[config.mk]
export PLATFORM = sky130hd
export DESIGN_NAME = attitude_lqr_motor_duty
export DESIGN_NICKNAME = d
export VERILOG_FILES = /design/src/rtl/alqr_pkg.sv /design/src/rtl/alqr_cfg.sv /design/src/rtl/alqr_dp.sv /design/src/rtl/alqr_ctrl.sv /design/src/rtl/attitude_lqr_motor_duty.sv
export SDC_FILE = /design/constraint.sdc
export NUM_CORES = 2
export LEC_CHECK = 0
export BUFFER_PORTS_ARGS = -buffer_cell sky130_fd_sc_hd__clkbuf_2
export CORE_MARGIN = 2
export CORE_UTILIZATION = 50
export DETAILED_ROUTE_END_ITERATION = 8
export PLACE_DENSITY = 0.72
export RECOVER_POWER = 25
export SETUP_SLACK_MARGIN = 0.4
export SLEW_MARGIN = 10
export SYNTH_ARGS = -nofsm -noshare
export SYNTH_HDL_FRONTEND = slang
export SYNTH_HIERARCHICAL = 1
export SYNTH_SLANG_ARGS = --single-unit
[constraint.sdc]
create_clock -name aclk -period 22.6 [get_ports aclk]
set_input_delay 1.13 -clock aclk [delete_from_list [all_inputs] [get_ports aclk]]
set_output_delay 1.13 -clock aclk [all_outputs]
set_load 0.01 [all_outputs]
[src/rtl/alqr_pkg.sv]
// ----------------------------------------------------------------------------
// alqr_pkg
// Shared types, command codes and constant tables of the attitude LQR block.
// ----------------------------------------------------------------------------
package alqr_pkg;

    localparam int NUM_MOTORS  = 8;
    localparam int SQRT_STEPS  = 23;
    localparam int DIV_STEPS   = 16;
    localparam int HORNER_LAST = 4;
    localparam int TERM_LAST   = 4;

    localparam logic signed [15:0] TARGET_ROLL_RST  = 16'sd3317;
    localparam logic signed [15:0] TARGET_PITCH_RST = -16'sd3217;
    localparam logic [14:0]        START_THR_RST    = 15'd41;
    localparam logic [14:0]        STOP_THR_RST     = 15'd410;
    localparam logic [15:0]        FULL_SCALE_RST   = 16'd1000;
    localparam logic [23:0]        INV_THRUST_RST   = 24'd1000000;

    // squared speed limit, 1024 rps in Q24
    localparam logic [57:0] SPEED_SQ_LIMIT = 58'd1 << 44;
    localparam logic [23:0] MV_SCALE       = 24'd1000;

    typedef enum logic [2:0] {
        REG_VERTEX_MODE  = 3'd0,
        REG_TARGET_ROLL  = 3'd1,
        REG_TARGET_PITCH = 3'd2,
        REG_START_THR    = 3'd3,
        REG_STOP_THR     = 3'd4,
        REG_FULL_SCALE   = 3'd5,
        REG_INV_THRUST   = 3'd6
    } reg_idx_t;

    typedef struct packed {
        logic              vertex_mode;
        logic signed [15:0] target_roll;
        logic signed [15:0] target_pitch;
        logic [14:0]       arm_threshold;
        logic [14:0]       stop_threshold;
        logic [15:0]       pwm_full_scale;
        logic [23:0]       inverse_thrust_coeff;
    } cfg_t;

    typedef enum logic [3:0] {
        OP_NOP,
        OP_LOAD,
        OP_MUL_LO,
        OP_MUL_HI,
        OP_WB,
        OP_SQ_LOAD,
        OP_SQ_STEP,
        OP_ARM,
        OP_ACC_INIT,
        OP_DIV_INIT,
        OP_DIV_STEP,
        OP_DUTY,
        OP_PUBLISH
    } op_t;

    // operand pair of the shared multiplier, also the write-back target
    typedef enum logic [3:0] {
        SEL_EX2,
        SEL_EY2,
        SEL_TRM,
        SEL_FORCE,
        SEL_S2,
        SEL_HORN,
        SEL_MV,
        SEL_X,
        SEL_Y
    } sel_t;

    typedef struct packed {
        op_t        op;
        sel_t       sel;
        logic [2:0] idx;
        logic [2:0] motor;
    } cmd_t;

    typedef struct packed {
        logic drive;
    } sts_t;

    // motor mixing weights, Q16
    function automatic logic signed [18:0] mix_weight(input logic [2:0] m);
        logic signed [18:0] w;
        case (m)
            3'd0:    w = -19'sd239206;
            3'd1:    w = 19'sd73518;
            3'd2:    w = 19'sd64094;
            3'd3:    w = 19'sd101594;
            3'd4:    w = -19'sd51223;
            3'd5:    w = 19'sd23147;
            3'd6:    w = 19'sd114465;
            3'd7:    w = -19'sd86396;
            default: w = 19'sd0;
        endcase
        return w;
    endfunction

    // lqr gains, Q16; edge mode uses only the first two terms
    function automatic logic signed [17:0] lqr_gain(input logic vertex,
                                                    input logic [2:0] k);
        logic signed [17:0] g;
        g = 18'sd0;
        if (vertex) begin
            case (k)
                3'd0:    g = 18'sd25651;
                3'd1:    g = 18'sd49552;
                3'd2:    g = -18'sd79;
                3'd3:    g = -18'sd14202;
                3'd4:    g = 18'sd26;
                default: g = 18'sd0;
            endcase
        end else begin
            case (k)
                3'd0:    g = 18'sd73656;
                3'd1:    g = -18'sd14261;
                default: g = 18'sd0;
            endcase
        end
        return g;
    endfunction

    // quartic coefficients, Q40, highest order first
    function automatic logic signed [63:0] volt_coef(input logic [2:0] k);
        logic signed [63:0] c;
        case (k)
            3'd0:    c = 64'sd2415;
            3'd1:    c = -64'sd1289837;
            3'd2:    c = 64'sd261364910;
            3'd3:    c = -64'sd14953358138;
            3'd4:    c = 64'sd586149649000;
            default: c = 64'sd0;
        endcase
        return c;
    endfunction

    function automatic logic [16:0] abs17(input logic signed [16:0] v);
        return v[16] ? 17'(-v) : 17'(v);
    endfunction

endpackage

[src/rtl/alqr_cfg.sv]
// ----------------------------------------------------------------------------
// alqr_cfg
// APB configuration registers.
// ----------------------------------------------------------------------------
module alqr_cfg (
    input  logic                aclk,
    input  logic                aresetn,
    input  logic                psel,
    input  logic                penable,
    input  logic                pwrite,
    input  logic [4:0]          paddr,
    input  logic [31:0]         pwdata,
    output logic [31:0]         prdata,
    output logic                pready,
    output alqr_pkg::cfg_t      cfg
);

    alqr_pkg::cfg_t   cfg_reg;
    alqr_pkg::reg_idx_t idx;
    logic             wr_en;

    assign idx    = alqr_pkg::reg_idx_t'(paddr[4:2]);
    assign wr_en  = psel && penable && pwrite;
    assign pready = 1'b1;
    assign cfg    = cfg_reg;

    always_ff @(posedge aclk) begin
        if (!aresetn) begin
            cfg_reg.vertex_mode          <= 1'b0;
            cfg_reg.target_roll          <= alqr_pkg::TARGET_ROLL_RST;
            cfg_reg.target_pitch         <= alqr_pkg::TARGET_PITCH_RST;
            cfg_reg.arm_threshold        <= alqr_pkg::START_THR_RST;
            cfg_reg.stop_threshold       <= alqr_pkg::STOP_THR_RST;
            cfg_reg.pwm_full_scale       <= alqr_pkg::FULL_SCALE_RST;
            cfg_reg.inverse_thrust_coeff <= alqr_pkg::INV_THRUST_RST;
        end else if (wr_en) begin
            case (idx)
                alqr_pkg::REG_VERTEX_MODE:  cfg_reg.vertex_mode <= pwdata[0];
                alqr_pkg::REG_TARGET_ROLL:  cfg_reg.target_roll <= pwdata[15:0];
                alqr_pkg::REG_TARGET_PITCH: cfg_reg.target_pitch <= pwdata[15:0];
                alqr_pkg::REG_START_THR:    cfg_reg.arm_threshold <= pwdata[14:0];
                alqr_pkg::REG_STOP_THR:     cfg_reg.stop_threshold <= pwdata[14:0];
                alqr_pkg::REG_FULL_SCALE:   cfg_reg.pwm_full_scale <= pwdata[15:0];
                alqr_pkg::REG_INV_THRUST:   cfg_reg.inverse_thrust_coeff <= pwdata[23:0];
                default: begin
                end
            endcase
        end
    end

    always_comb begin
        case (idx)
            alqr_pkg::REG_VERTEX_MODE:  prdata = 32'(cfg_reg.vertex_mode);
            alqr_pkg::REG_TARGET_ROLL:  prdata = 32'(cfg_reg.target_roll);
            alqr_pkg::REG_TARGET_PITCH: prdata = 32'(cfg_reg.target_pitch);
            alqr_pkg::REG_START_THR:    prdata = 32'(cfg_reg.arm_threshold);
            alqr_pkg::REG_STOP_THR:     prdata = 32'(cfg_reg.stop_threshold);
            alqr_pkg::REG_FULL_SCALE:   prdata = 32'(cfg_reg.pwm_full_scale);
            alqr_pkg::REG_INV_THRUST:   prdata = 32'(cfg_reg.inverse_thrust_coeff);
            default:                    prdata = 32'd0;
        endcase
    end

endmodule

[src/rtl/alqr_dp.sv]
// ----------------------------------------------------------------------------
// alqr_dp
// Datapath: shared multiplier, square root and divider with working registers.
// ----------------------------------------------------------------------------
module alqr_dp (
    input  logic                 aclk,
    input  logic                 aresetn,
    input  alqr_pkg::cfg_t       cfg,
    input  alqr_pkg::cmd_t       cmd,
    output alqr_pkg::sts_t       sts,
    input  logic signed [15:0]   roll_angle,
    input  logic signed [15:0]   pitch_angle,
    input  logic signed [15:0]   roll_rate,
    input  logic signed [15:0]   pitch_rate,
    input  logic signed [15:0]   yaw_rate,
    input  logic [15:0]          battery_mv,
    output logic [7:0][15:0]     duty,
    output logic                 driving
);

    // captured sample
    logic signed [16:0] ex_reg, ey_reg;
    logic signed [15:0] gx_reg, gy_reg, gz_reg;
    logic [15:0]        bat_reg;

    // multiplier
    logic [55:0]        mul_a;
    logic [23:0]        mul_b;
    logic               mul_neg;
    logic [11:0]        digit;
    logic [67:0]        pp;
    logic [79:0]        prod_reg;
    logic               prod_neg_reg;
    logic [80:0]        prod_z;
    logic signed [80:0] sprod;
    logic signed [80:0] sprod_sh;

    // working values
    logic [33:0]        sumsq_reg;
    logic signed [36:0] torque_reg;
    logic               fpos_reg;
    logic [33:0]        fsh_reg;
    logic signed [63:0] acc_reg;
    logic [63:0]        acc_mag;
    logic [39:0]        mv_reg;
    logic [55:0]        x_reg;
    logic [31:0]        y_reg;
    logic [57:0]        s2_lim;

    // square root
    logic [45:0]        sq_x_reg;
    logic [24:0]        sq_rem_reg;
    logic [22:0]        sq_root_reg;
    logic [26:0]        sq_t;
    logic [26:0]        sq_trial;

    // divider
    logic [15:0]        drem_reg;
    logic [15:0]        dlo_reg;
    logic [15:0]        dq_reg;
    logic [16:0]        div_t;
    logic               sat;
    logic               acc_pos;

    // arming
    logic [16:0]        magv;
    logic               drive_reg;
    logic               armed_reg;
    logic               drive_now;

    logic [7:0][15:0]   duty_w_reg;
    logic [7:0][15:0]   duty_o_reg;
    logic               driving_o_reg;

    logic signed [16:0] term_st;
    logic signed [17:0] term_g;
    logic signed [18:0] weight;
    logic [16:0]        torque_mag_hi;

    assign acc_mag = acc_reg[63] ? 64'(-acc_reg) : 64'(acc_reg);
    assign weight  = alqr_pkg::mix_weight(cmd.motor);
    assign torque_mag_hi = '0;

    always_comb begin
        term_g = alqr_pkg::lqr_gain(cfg.vertex_mode, cmd.idx);
        term_st = 17'sd0;
        if (cfg.vertex_mode) begin
            case (cmd.idx)
                3'd0:    term_st = ex_reg;
                3'd1:    term_st = ey_reg;
                3'd2:    term_st = 17'(gx_reg);
                3'd3:    term_st = 17'(gy_reg);
                3'd4:    term_st = 17'(gz_reg);
                default: term_st = 17'sd0;
            endcase
        end else begin
            case (cmd.idx)
                3'd0:    term_st = ey_reg;
                3'd1:    term_st = 17'(gy_reg);
                default: term_st = 17'sd0;
            endcase
        end
    end

    // operand selection
    always_comb begin
        mul_a   = '0;
        mul_b   = '0;
        mul_neg = 1'b0;
        case (cmd.sel)
            alqr_pkg::SEL_EX2: begin
                mul_a = 56'(alqr_pkg::abs17(ex_reg));
                mul_b = 24'(alqr_pkg::abs17(ex_reg));
            end
            alqr_pkg::SEL_EY2: begin
                mul_a = 56'(alqr_pkg::abs17(ey_reg));
                mul_b = 24'(alqr_pkg::abs17(ey_reg));
            end
            alqr_pkg::SEL_TRM: begin
                mul_a   = 56'(alqr_pkg::abs17(term_st));
                mul_b   = term_g[17] ? 24'(-term_g) : 24'(term_g);
                mul_neg = term_st[16] ^ term_g[17];
            end
            alqr_pkg::SEL_FORCE: begin
                mul_a   = torque_reg[36] ? 56'(-torque_reg) : 56'(torque_reg);
                mul_b   = weight[18] ? 24'(-weight) : 24'(weight);
                mul_neg = torque_reg[36] ^ weight[18];
            end
            alqr_pkg::SEL_S2: begin
                mul_a = 56'(fsh_reg);
                mul_b = cfg.inverse_thrust_coeff;
            end
            alqr_pkg::SEL_HORN: begin
                mul_a   = acc_mag[55:0];
                mul_b   = 24'(sq_root_reg);
                mul_neg = acc_reg[63];
            end
            alqr_pkg::SEL_MV: begin
                mul_a = acc_reg[55:0];
                mul_b = alqr_pkg::MV_SCALE;
            end
            alqr_pkg::SEL_X: begin
                mul_a = 56'(mv_reg);
                mul_b = 24'(cfg.pwm_full_scale);
            end
            alqr_pkg::SEL_Y: begin
                mul_a = 56'(bat_reg);
                mul_b = 24'(cfg.pwm_full_scale);
            end
            default: begin
            end
        endcase
    end

    assign digit    = (cmd.op == alqr_pkg::OP_MUL_HI) ? mul_b[23:12] : mul_b[11:0];
    assign pp       = 68'(mul_a) * 68'(digit);
    assign prod_z   = {1'b0, prod_reg};
    assign sprod    = prod_neg_reg ? -$signed(prod_z) : $signed(prod_z);
    assign sprod_sh = sprod >>> 12;
    assign s2_lim   = (prod_reg[57:0] > alqr_pkg::SPEED_SQ_LIMIT)
                      ? alqr_pkg::SPEED_SQ_LIMIT : prod_reg[57:0];

    assign sq_t     = {sq_rem_reg, sq_x_reg[45:44]};
    assign sq_trial = 27'({sq_root_reg, 2'b01});
    assign div_t    = {drem_reg, dlo_reg[15]};

    assign magv      = cfg.vertex_mode ? sq_root_reg[16:0] : alqr_pkg::abs17(ey_reg);
    assign drive_now = (armed_reg || (magv < 17'(cfg.arm_threshold)))
                       && (magv < 17'(cfg.stop_threshold));
    assign sat       = x_reg[55:16] >= 40'(y_reg);
    assign acc_pos   = !acc_reg[63] && (acc_reg != 64'sd0);

    always_ff @(posedge aclk) begin
        if (!aresetn) begin
            armed_reg <= 1'b0;
        end else if (cmd.op == alqr_pkg::OP_ARM) begin
            armed_reg <= drive_now;
        end
    end

    always_ff @(posedge aclk) begin
        case (cmd.op)
            alqr_pkg::OP_LOAD: begin
                ex_reg     <= 17'(cfg.target_roll) - 17'(roll_angle);
                ey_reg     <= 17'(cfg.target_pitch) - 17'(pitch_angle);
                gx_reg     <= roll_rate;
                gy_reg     <= pitch_rate;
                gz_reg     <= yaw_rate;
                bat_reg    <= battery_mv;
                torque_reg <= 37'sd0;
                duty_w_reg <= '0;
                drive_reg  <= 1'b0;
            end
            alqr_pkg::OP_MUL_LO: begin
                prod_reg     <= 80'(pp);
                prod_neg_reg <= mul_neg;
            end
            alqr_pkg::OP_MUL_HI: begin
                prod_reg <= prod_reg + (80'(pp) << 12);
            end
            alqr_pkg::OP_WB: begin
                case (cmd.sel)
                    alqr_pkg::SEL_EX2: sumsq_reg <= prod_reg[33:0];
                    alqr_pkg::SEL_EY2: sumsq_reg <= sumsq_reg + prod_reg[33:0];
                    alqr_pkg::SEL_TRM: torque_reg <= torque_reg + sprod[36:0];
                    alqr_pkg::SEL_FORCE: begin
                        fpos_reg <= !prod_neg_reg && (prod_reg != 80'd0);
                        fsh_reg  <= prod_reg[53:20];
                    end
                    alqr_pkg::SEL_S2: begin
                        sq_x_reg    <= fpos_reg ? 46'(s2_lim) : 46'd0;
                        sq_rem_reg  <= '0;
                        sq_root_reg <= '0;
                    end
                    alqr_pkg::SEL_HORN:
                        acc_reg <= sprod_sh[63:0] + alqr_pkg::volt_coef(cmd.idx);
                    alqr_pkg::SEL_MV: mv_reg <= prod_reg[63:24];
                    alqr_pkg::SEL_X:  x_reg <= prod_reg[55:0];
                    alqr_pkg::SEL_Y:  y_reg <= prod_reg[31:0];
                    default: begin
                    end
                endcase
            end
            alqr_pkg::OP_SQ_LOAD: begin
                sq_x_reg    <= 46'(sumsq_reg);
                sq_rem_reg  <= '0;
                sq_root_reg <= '0;
            end
            alqr_pkg::OP_SQ_STEP: begin
                if (sq_t >= sq_trial) begin
                    sq_rem_reg  <= 25'(sq_t - sq_trial);
                    sq_root_reg <= {sq_root_reg[21:0], 1'b1};
                end else begin
                    sq_rem_reg  <= sq_t[24:0];
                    sq_root_reg <= {sq_root_reg[21:0], 1'b0};
                end
                sq_x_reg <= sq_x_reg << 2;
            end
            alqr_pkg::OP_ARM: drive_reg <= drive_now;
            alqr_pkg::OP_ACC_INIT: acc_reg <= alqr_pkg::volt_coef(3'd0);
            alqr_pkg::OP_DIV_INIT: begin
                drem_reg <= x_reg[47:32];
                dlo_reg  <= x_reg[31:16];
                dq_reg   <= '0;
            end
            alqr_pkg::OP_DIV_STEP: begin
                if (div_t >= {1'b0, bat_reg}) begin
                    drem_reg <= 16'(div_t - {1'b0, bat_reg});
                    dq_reg   <= {dq_reg[14:0], 1'b1};
                end else begin
                    drem_reg <= div_t[15:0];
                    dq_reg   <= {dq_reg[14:0], 1'b0};
                end
                dlo_reg <= dlo_reg << 1;
            end
            alqr_pkg::OP_DUTY: begin
                if (!acc_pos)
                    duty_w_reg[cmd.motor] <= 16'd0;
                else if ((bat_reg == 16'd0) || sat)
                    duty_w_reg[cmd.motor] <= cfg.pwm_full_scale;
                else
                    duty_w_reg[cmd.motor] <= dq_reg;
            end
            alqr_pkg::OP_PUBLISH: begin
                duty_o_reg    <= duty_w_reg;
                driving_o_reg <= drive_reg;
            end
            default: begin
            end
        endcase
    end

    assign sts.drive = drive_reg | (|torque_mag_hi);
    assign duty      = duty_o_reg;
    assign driving   = driving_o_reg;

endmodule

[src/rtl/alqr_ctrl.sv]
// ----------------------------------------------------------------------------
// alqr_ctrl
// Sequencer: walks one sample through the datapath and runs both handshakes.
// ----------------------------------------------------------------------------
module alqr_ctrl #(
    parameter int MOTOR_COUNT = 8
) (
    input  logic            aclk,
    input  logic            aresetn,
    input  logic            s_valid,
    output logic            s_ready,
    output logic            m_valid,
    input  logic            m_ready,
    input  alqr_pkg::sts_t  sts,
    output alqr_pkg::cmd_t  cmd
);

    localparam logic [2:0] LAST_MOTOR = 3'(MOTOR_COUNT - 1);
    localparam logic [4:0] SQ_LAST    = 5'(alqr_pkg::SQRT_STEPS - 1);
    localparam logic [4:0] DIV_LAST   = 5'(alqr_pkg::DIV_STEPS - 1);
    localparam logic [2:0] HORN_LAST  = 3'(alqr_pkg::HORNER_LAST);
    localparam logic [2:0] TRM_LAST   = 3'(alqr_pkg::TERM_LAST);

    typedef enum logic [3:0] {
        S_IDLE, S_MLO, S_MHI, S_WB, S_SQLD, S_SQ, S_ARM, S_CHK,
        S_AINIT, S_DINIT, S_DIV, S_DUTY, S_PUB
    } state_t;

    state_t          state_reg;
    alqr_pkg::sel_t  sel_reg;
    logic [2:0]      idx_reg;
    logic [2:0]      motor_reg;
    logic [4:0]      cnt_reg;
    logic            s_ready_reg;
    logic            m_valid_reg;
    logic            accept;
    logic            out_free;

    assign accept   = s_valid && s_ready_reg;
    assign out_free = !m_valid_reg || m_ready;
    assign s_ready  = s_ready_reg;
    assign m_valid  = m_valid_reg;

    always_comb begin
        cmd.sel   = sel_reg;
        cmd.idx   = idx_reg;
        cmd.motor = motor_reg;
        case (state_reg)
            S_IDLE:  cmd.op = accept ? alqr_pkg::OP_LOAD : alqr_pkg::OP_NOP;
            S_MLO:   cmd.op = alqr_pkg::OP_MUL_LO;
            S_MHI:   cmd.op = alqr_pkg::OP_MUL_HI;
            S_WB:    cmd.op = alqr_pkg::OP_WB;
            S_SQLD:  cmd.op = alqr_pkg::OP_SQ_LOAD;
            S_SQ:    cmd.op = alqr_pkg::OP_SQ_STEP;
            S_ARM:   cmd.op = alqr_pkg::OP_ARM;
            S_AINIT: cmd.op = alqr_pkg::OP_ACC_INIT;
            S_DINIT: cmd.op = alqr_pkg::OP_DIV_INIT;
            S_DIV:   cmd.op = alqr_pkg::OP_DIV_STEP;
            S_DUTY:  cmd.op = alqr_pkg::OP_DUTY;
            S_PUB:   cmd.op = out_free ? alqr_pkg::OP_PUBLISH : alqr_pkg::OP_NOP;
            default: cmd.op = alqr_pkg::OP_NOP;
        endcase
    end

    always_ff @(posedge aclk) begin
        if (!aresetn) begin
            state_reg   <= S_IDLE;
            sel_reg     <= alqr_pkg::SEL_EX2;
            idx_reg     <= '0;
            motor_reg   <= '0;
            cnt_reg     <= '0;
            s_ready_reg <= 1'b1;
            m_valid_reg <= 1'b0;
        end else begin
            if ((state_reg == S_PUB) && out_free)
                m_valid_reg <= 1'b1;
            else if (m_valid_reg && m_ready)
                m_valid_reg <= 1'b0;
            case (state_reg)
                S_IDLE: begin
                    if (accept) begin
                        s_ready_reg <= 1'b0;
                        sel_reg     <= alqr_pkg::SEL_EX2;
                        idx_reg     <= '0;
                        state_reg   <= S_MLO;
                    end
                end
                S_MLO: state_reg <= S_MHI;
                S_MHI: state_reg <= S_WB;
                S_WB: begin
                    case (sel_reg)
                        alqr_pkg::SEL_EX2: begin
                            sel_reg   <= alqr_pkg::SEL_EY2;
                            state_reg <= S_MLO;
                        end
                        alqr_pkg::SEL_EY2: begin
                            sel_reg   <= alqr_pkg::SEL_TRM;
                            idx_reg   <= '0;
                            state_reg <= S_MLO;
                        end
                        alqr_pkg::SEL_TRM: begin
                            if (idx_reg == TRM_LAST) begin
                                state_reg <= S_SQLD;
                            end else begin
                                idx_reg   <= idx_reg + 3'd1;
                                state_reg <= S_MLO;
                            end
                        end
                        alqr_pkg::SEL_FORCE: begin
                            sel_reg   <= alqr_pkg::SEL_S2;
                            state_reg <= S_MLO;
                        end
                        alqr_pkg::SEL_S2: begin
                            cnt_reg   <= '0;
                            state_reg <= S_SQ;
                        end
                        alqr_pkg::SEL_HORN: begin
                            if (idx_reg == HORN_LAST)
                                sel_reg <= alqr_pkg::SEL_MV;
                            else
                                idx_reg <= idx_reg + 3'd1;
                            state_reg <= S_MLO;
                        end
                        alqr_pkg::SEL_MV: begin
                            sel_reg   <= alqr_pkg::SEL_X;
                            state_reg <= S_MLO;
                        end
                        alqr_pkg::SEL_X: begin
                            sel_reg   <= alqr_pkg::SEL_Y;
                            state_reg <= S_MLO;
                        end
                        alqr_pkg::SEL_Y:  state_reg <= S_DINIT;
                        default:          state_reg <= S_IDLE;
                    endcase
                end
                S_SQLD: begin
                    cnt_reg   <= '0;
                    state_reg <= S_SQ;
                end
                S_SQ: begin
                    if (cnt_reg == SQ_LAST)
                        state_reg <= (sel_reg == alqr_pkg::SEL_TRM) ? S_ARM : S_AINIT;
                    else
                        cnt_reg <= cnt_reg + 5'd1;
                end
                S_ARM: state_reg <= S_CHK;
                S_CHK: begin
                    if (sts.drive) begin
                        motor_reg <= '0;
                        sel_reg   <= alqr_pkg::SEL_FORCE;
                        state_reg <= S_MLO;
                    end else begin
                        state_reg <= S_PUB;
                    end
                end
                S_AINIT: begin
                    idx_reg   <= 3'd1;
                    sel_reg   <= alqr_pkg::SEL_HORN;
                    state_reg <= S_MLO;
                end
                S_DINIT: begin
                    cnt_reg   <= '0;
                    state_reg <= S_DIV;
                end
                S_DIV: begin
                    if (cnt_reg == DIV_LAST)
                        state_reg <= S_DUTY;
                    else
                        cnt_reg <= cnt_reg + 5'd1;
                end
                S_DUTY: begin
                    if (motor_reg == LAST_MOTOR) begin
                        state_reg <= S_PUB;
                    end else begin
                        motor_reg <= motor_reg + 3'd1;
                        sel_reg   <= alqr_pkg::SEL_FORCE;
                        state_reg <= S_MLO;
                    end
                end
                S_PUB: begin
                    if (out_free) begin
                        s_ready_reg <= 1'b1;
                        state_reg   <= S_IDLE;
                    end
                end
                default: state_reg <= S_IDLE;
            endcase
        end
    end

    a_ready_only_idle: assert property (@(posedge aclk) disable iff (!aresetn)
        s_ready_reg |-> (state_reg == S_IDLE))
        else $error("ready raised while busy");

    a_accept_drops_ready: assert property (@(posedge aclk) disable iff (!aresetn)
        accept |=> !s_ready_reg)
        else $error("ready still high after accepting a transaction");

    a_publish_free: assert property (@(posedge aclk) disable iff (!aresetn)
        (cmd.op == alqr_pkg::OP_PUBLISH) |-> out_free)
        else $error("result overwritten before it was taken");

    a_cnt_bound: assert property (@(posedge aclk) disable iff (!aresetn)
        cnt_reg <= SQ_LAST)
        else $error("step counter out of range");

    a_motor_bound: assert property (@(posedge aclk) disable iff (!aresetn)
        motor_reg <= LAST_MOTOR)
        else $error("motor index past the last motor");

endmodule

[src/rtl/attitude_lqr_motor_duty.sv]
// ----------------------------------------------------------------------------
// attitude_lqr_motor_duty
// throughput: one transaction at a time; s_ready stays low until the result is published,
// and a driving sample adds force, speed, voltage and duty steps for each motor;
// set by the sequencer sharing one multiplier, square root and divider
// reset: synchronous active-low aresetn; disarms and restores register defaults
// ----------------------------------------------------------------------------
module attitude_lqr_motor_duty #(
    parameter int MOTOR_COUNT = 8
) (
    input  logic                aclk,
    input  logic                aresetn,

    // configuration port
    input  logic                psel,
    input  logic                penable,
    input  logic                pwrite,
    input  logic [4:0]          paddr,
    input  logic [31:0]         pwdata,
    output logic [31:0]         prdata,
    output logic                pready,

    // attitude sample
    input  logic                s_valid,
    output logic                s_ready,
    input  logic signed [15:0]  s_roll_angle,
    input  logic signed [15:0]  s_pitch_angle,
    input  logic signed [15:0]  s_roll_rate,
    input  logic signed [15:0]  s_pitch_rate,
    input  logic signed [15:0]  s_yaw_rate,
    input  logic [15:0]         s_battery_mv,

    // motor duties
    output logic                m_valid,
    input  logic                m_ready,
    output logic [15:0]         m_duty_0,
    output logic [15:0]         m_duty_1,
    output logic [15:0]         m_duty_2,
    output logic [15:0]         m_duty_3,
    output logic [15:0]         m_duty_4,
    output logic [15:0]         m_duty_5,
    output logic [15:0]         m_duty_6,
    output logic [15:0]         m_duty_7,
    output logic                m_driving
);

    alqr_pkg::cfg_t   cfg;
    alqr_pkg::cmd_t   cmd;
    alqr_pkg::sts_t   sts;
    logic [7:0][15:0] duty;

    // register file; the user writes it only between transactions, not enforced here
    alqr_cfg u_cfg (
        .aclk    (aclk),
        .aresetn (aresetn),
        .psel    (psel),
        .penable (penable),
        .pwrite  (pwrite),
        .paddr   (paddr),
        .pwdata  (pwdata),
        .prdata  (prdata),
        .pready  (pready),
        .cfg     (cfg)
    );

    // sequencer: error terms, torque, arming, then one motor after another when driving
    alqr_ctrl #(
        .MOTOR_COUNT (MOTOR_COUNT)
    ) u_ctrl (
        .aclk    (aclk),
        .aresetn (aresetn),
        .s_valid (s_valid),
        .s_ready (s_ready),
        .m_valid (m_valid),
        .m_ready (m_ready),
        .sts     (sts),
        .cmd     (cmd)
    );

    // datapath holds working values and the output register, so a result
    // can wait on m_ready while the next transaction is taken in
    alqr_dp u_dp (
        .aclk        (aclk),
        .aresetn     (aresetn),
        .cfg         (cfg),
        .cmd         (cmd),
        .sts         (sts),
        .roll_angle  (s_roll_angle),
        .pitch_angle (s_pitch_angle),
        .roll_rate   (s_roll_rate),
        .pitch_rate  (s_pitch_rate),
        .yaw_rate    (s_yaw_rate),
        .battery_mv  (s_battery_mv),
        .duty        (duty),
        .driving     (m_driving)
    );

    // motors past MOTOR_COUNT are never written and stay at zero
    assign m_duty_0 = duty[0];
    assign m_duty_1 = duty[1];
    assign m_duty_2 = duty[2];
    assign m_duty_3 = duty[3];
    assign m_duty_4 = duty[4];
    assign m_duty_5 = duty[5];
    assign m_duty_6 = duty[6];
    assign m_duty_7 = duty[7];

endmodule
### After elaboration in Yosys (flattened, before gate mapping)

Memory sizes are Yosys's and may differ from the RTL's. A register that Yosys moved wholly into a read port is not among the register bits.
Index checks and enable logic that the tools add are counted.
W data, S select, Z words.

| storage, ports and cells | value |
|---|---|
| memories | 1 |
| ROM bits | 152 |
| input bits | 140 |
| word-level logic and storage cells | 301 |
| bits in registers | 1002 |
| output and inout port bits | 164 |

Memories:

| memory | words | bits a word | read ports | clocked after memory_dff | wr ports | line | text |
|---|---|---|---|---|---|---|---|
| (name not given) | 8 | 19 | 1 | 1 | 0 | alqr_pkg.sv:87 | `case (m)` |

| operators by class | value |
|---|---|
| eq/ne operators | 61 |
| muxes and demuxes | 91 |
| bitwise logic cells | 4 |
| $mul | 1 |
| add/subtract/negate cells | 19 |
| order comparisons | 8 |
| reductions and logical operators | 61 |

Operators with widths:

| operator | count |
|---|---|
| $pmux W56 S9 | 1 |
| $pmux W64 S5 | 1 |
| $bwmux W128 | 2 |
| $mux W128 | 2 |
| $pmux W128 S2 | 1 |
| $pmux W32 S7 | 1 |
| $mux W64 | 3 |
| $pmux W24 S8 | 1 |
| $pmux W80 S2 | 1 |
| $mux W46 | 3 |
| $pmux W46 S3 | 1 |
| $and A128 B128 Y128 | 1 |
| $not A128 Y128 | 1 |
| $pmux W64 S2 | 1 |
| $mux W17 | 7 |
| $mux W56 | 2 |
| $pmux W16 S2 | 3 |
| $pmux W18 S5 | 1 |
| $pmux W17 S5 | 1 |
| $add A80 B80 Y80 | 1 |
| $reduce_bool A80 Y1 | 1 |
| $mux W76 | 1 |
| $neg A76 Y76 | 1 |
| $pmux W25 S3 | 1 |
| 80 further kinds | 206 |

### Logic depth before layout (Yosys ltp)

| depth | value |
|---|---|
| depth after elaboration | 10 |
| gate-level depth with buffers | 54 |
| mapped depth without buffers | 46 |

### Hierarchy

The synthesis kept the hierarchy.

Modules (own cells, without submodules):

| module | cells an instance | area an instance (µm²) | seq. area each (µm²) | times used |
|---|---|---|---|---|
| alqr_dp | 8209 | 76978.8 | 25874.8 | 1 |
| alqr_cfg | 522 | 4892.2 | 2062.0 | 1 |
| alqr_ctrl | 207 | 1704.1 | 420.4 | 1 |

### Least setup slack after synthesis

OpenSTA, ideal clock, no wires.

| timing | value |
|---|---|
| path type | register to register |
| start point | register u_ctrl.idx_reg[0] |
| end point | register u_dp.prod_reg[67] (data pin) |
| setup slack | 11161 ps |
| arrival | 11169 ps |
| cell stages (with the launch flop) | 51 |
| period minus slack after synthesis | 11439 ps |
| path buffers | 9 |
| cells stage by stage | dfxtp_1 > clkbuf_1 > buf_2 > buf_1 > buf_2 > buf_2 > clkbuf_1 > o21ai_0 > a22oi_1 > ha_1 > nor2_1 > nor3_1 > o21ai_0 > o21ai_0 > a2111oi_0 > a211oi_1 > clkbuf_1 > clkbuf_1 > [15 not listed] > a21oi_1 > o21ai_0 > nand2b_1 > a21oi_1 > xnor2_1 > ha_1 > clkbuf_1 > and4_1 > nand2b_1 > o22ai_1 > or4_1 > a21o_1 > or2_2 > a21boi_0 > o21ai_0 > xor2_1 > nand2_1 > o21ai_0 |

| between the ends | value |
|---|---|
| word-level cells in the longest chain between the ends | 10 |

Ends and longest elaborated chain:

| element | line | text |
|---|---|---|
| from (decl) | alqr_ctrl.sv:31 | `logic [2:0] idx_reg;` |
| from (signal assigned) | alqr_ctrl.sv:105 | `idx_reg <= idx_reg + 3'd1;` |
| from (signal assigned) | alqr_ctrl.sv:121 | `idx_reg <= idx_reg + 3'd1;` |
| $eq A3 B3 Y1, or another cell as far along | alqr_pkg.sv:107, alqr_dp.sv:88 |  |
| $pmux W18 S5 or $pmux W18 S2 (tied branches) | alqr_pkg.sv:107, alqr_pkg.sv:116 |  |
| $mux W18 | alqr_pkg.sv:106 | `if (vertex) begin` |
| $neg A18 Y24 | alqr_dp.sv:121 | `mul_b = term_g[17] ? 24'(-term_g) : 24'(term_g);` |
| $mux W24 | alqr_dp.sv:121 |  |
| $pmux W24 S8 | alqr_dp.sv:110 | `case (cmd.sel)` |
| $mux W12 | alqr_dp.sv:155 | `assign digit = (cmd.op == alqr_pkg::OP_MUL_HI) ? mul_b[23:12] : mul_b[11:0];` |
| $mul A56 B12 Y68 * | alqr_dp.sv:156 | `assign pp = 68'(mul_a) * 68'(digit);` |
| $add A80 B80 Y80 | alqr_dp.sv:199 | `prod_reg <= prod_reg + (80'(pp) << 12);` |
| $pmux W80 S2 * | alqr_dp.sv:182 | `case (cmd.op)` |
| to (signal assigned) | alqr_dp.sv:195 | `prod_reg <= 80'(pp);` |
| to (signal assigned) | alqr_dp.sv:199 |  |
| to (decl) | alqr_dp.sv:32 | `logic [79:0] prod_reg;` |

Every way passes the cells marked *; elsewhere a longest branch is shown, timed or not.
A chain may end at the register's enable or synchronous reset.

### Final worst setup path

Same ends and word-level chain as after synthesis.

==> flow_metrics.py <==
metrics = {
    "status": {
        "status": "finished, violations left",
        "violations": "DRC, capacitance limit, slew limit",
    },
    "sta": {
        "hold_viol": 0,
        "fin_ws_ps": 6359,
        "rsz0062_at_grt": "false",
        "slew_viol_final": 103,
        "fmax_ghz": 0.06157,
        "layout_min_cycle_time_ps": 16240,
        "max-slew-margin-rel_pct": -130.5,
        "setup_violations": 0,
        "worst_pin_slew_ps": 3457,
        "whs_ps": 448.4,
        "tns_ps": 0,
        "fin_skew_ps": 99.52,
        "period_share_pct": 71.86,
    },
    "synth": {
        "ys_types": 123,
        "synth-async-reset-ratio_pct": 0,
        "synthCells": 8938,
        "ys_seq_area_share_pct": 33.93,
        "yosysTopAreaCell": "edfxtp_1",
        "avgSynthCellArea_sq_um": 9.351,
        "ys.warnings.count": 6,
        "yosys-top-cells-count": "nand2_1, inv_1, edfxtp_1, nor2_1, fa_1",
        "synth_enable_flop_cells": 861,
        "ys_seq_elements": 986,
        "synthesis.area_sq_um": 83580,
        "synth.area.top_cells": "edfxtp_1, fa_1, ha_1",
        "syn_nets": 10090,
        "yosysMostFrequentCell": "nand2_1",
        "synth_flop_cell": "edfxtp_1",
        "synth_top_area_share_pct": 30.94,
    },
    "place": {
        "place_area_sq_um": 87130,
        "post-place-ws_ps": 8951,
        "io_buffers": 292,
        "dp_hpwl_mm": 212.1,
        "gp_congestion": 1.014,
    },
    "clock_network": {
        "cts.sink_count": 986,
        "cts_made_buffers": 109,
        "cts.clk_slew.worst_paths_ps": 60,
        "cts.path.max_buffers": 3,
        "cts_tree": "done",
        "h-tree-depth": 3,
        "root_buffer": "clkbuf_16",
        "cts_setup_buffers": 0,
        "cts_resized": 0,
        "clk_latency_ps": 810,
        "hold_buffers": 0,
    },
    "global_route": {
        "first_global_vias": 68927,
        "antenna_found_initial": 7,
        "grtUsageTotal_pct": 32.71,
        "grt_start_max_net_pins": 127,
        "grt_first_pass_wirelength_mm": 424.1,
        "grt_overflow": 0,
    },
    "critical_path": {
        "critical_path_class": "register to register",
        "cp_data_required_time_ps": 23100,
        "cp-end-kind": "register",
        "cp_max_fo": 58,
        "crit_arrival_ps": 16740,
        "max_stage_delay_ps": 2430,
        "cp_slowest_cell": "clkbuf_1",
        "setup.worst_path.start_class": "register",
    },
    "detailed_routing": {
        "wire_per_inst_microns": 25.00,
        "drtPass1Iterations": 9,
        "drcViolationCount": 1,
        "via_per_inst": 6.241,
        "totalWireLength_mm": 282.2,
        "drtIter0Drc": 7408,
        "postRouteAntennaNets": 0,
        "vias": 70472,
    },
    "finish": {
        "nFillCells": 14933,
        "syn2layout_area_growth_pct": 8.483,
        "final_area_sq_um": 90660,
        "nets": 10139,
        "drive_gt1_share_pct": 6.982,
    },
    "floorplanning": {
        "core_sq_um": 166700,
        "initial_core_util_pct": 50.15,
        "die_x_microns": 412.8,
        "pin_count": 304,
        "fp.dieH_microns": 412.8,
        "rows": 150,
        "dieArea_sq_um": 170400,
    },
    "flow_run": {
        "maxCapViolations": 3,
    },
    "hold_path": {
        "worstHoldPathType": "register to register",
    },
}
-- logic make-up after synthesis --
kind of cell / count (synthesis) / synth area share, %
compound gates: 1997 / 16.05
xor+xnor: 456 / 4.779
fa+ha+maj: 1012 / 20.06
buf+inv: 1389 / 6.494
flops: 986 / 33.93
mux: 211 / 2.717
other cells: 1 / 0.004487
simple gates: 2886 / 15.96
-- cell usage in the layout (no fill, tap or decap), types with 165 or more instances in the layout --
master	count
o21ai_0	416
o211ai_1	186
inv_1	879
edfxtp_1	861
mux2i_1	165
fa_1	547
xnor2_1	261
a21o_1	185
a21oi_1	416
xor2_1	195
nand3_1	251
nor2_1	544
ha_1	465
nand2_1	1274
clkbuf_2	165
-- per-layer routing --
| metal | share of wire, % | track usage [%] | vias to the layer above |
|---|---|---|---|
| met2 | 45 | 52.19 | 3593 |
| met3 | 8.3 | 5.271 | 872 |
| met4 | 8.5 | 23.30 | 0 |
| li1 | - | - | 31439 |
| met1 | 38 | 40.50 | 34568 |
| met5 | 0 | 0 | - |
-- critical path, delay by kind of cell (launching register included) --
| kind | cells | cell delay [ps] |
|---|---|---|
| buffers and inverters | 4 | 2630 |
| AND/OR/NAND/NOR | 11 | 4810 |
| adder cells (fa/ha/maj) | 7 | 3360 |
| XOR/XNOR | 2 | 820 |
| flip-flops | 1 | 330 |
| AO/OA/AOI/OAI | 15 | 3970 |
-- area by class of cell --
class | count | area (sq um) | area share, %
Clock inverter | 74 | 914.6 | 1.009
Tap cell | 2204 | 2758 | 3.042
Inverter | 884 | 3321 | 3.663
Antenna cell | 6 | 15.01 | 0.01656
Timing Repair Buffer | 443 | 2394 | 2.640
Sequential cell | 986 | 28360 | 31.28
Clock buffer | 131 | 2833 | 3.124
Multi-Input combinational cell | 6563 | 50070 | 55.23
-- path summary, 6_finish.rpt --
kind	start	endpoint	slack, ps	depth (start not counted)
max reg2reg	u_ctrl/idx_reg[0]	u_dp/prod_reg[67]	6360	39
min reg2reg	u_dp/duty_w_reg[125]	u_dp/duty[125]	450	0
max	u_ctrl/idx_reg[0]	u_dp/prod_reg[67]	6360	39
min	u_dp/duty_w_reg[125]	u_dp/duty[125]	450	0
-- per-stage QoR --
stage	utilization, %	cells
after floorplan	-	8938
after global placement	52.28	11080
after detailed placement	52.28	11080
after CTS	54.53	11285
after global routing	54.39	11285
final	54.40	11291
Power is left out: the tool's default activity adds up to more than one toggle a clock period on the data nets, which glitch-free logic cannot reach.
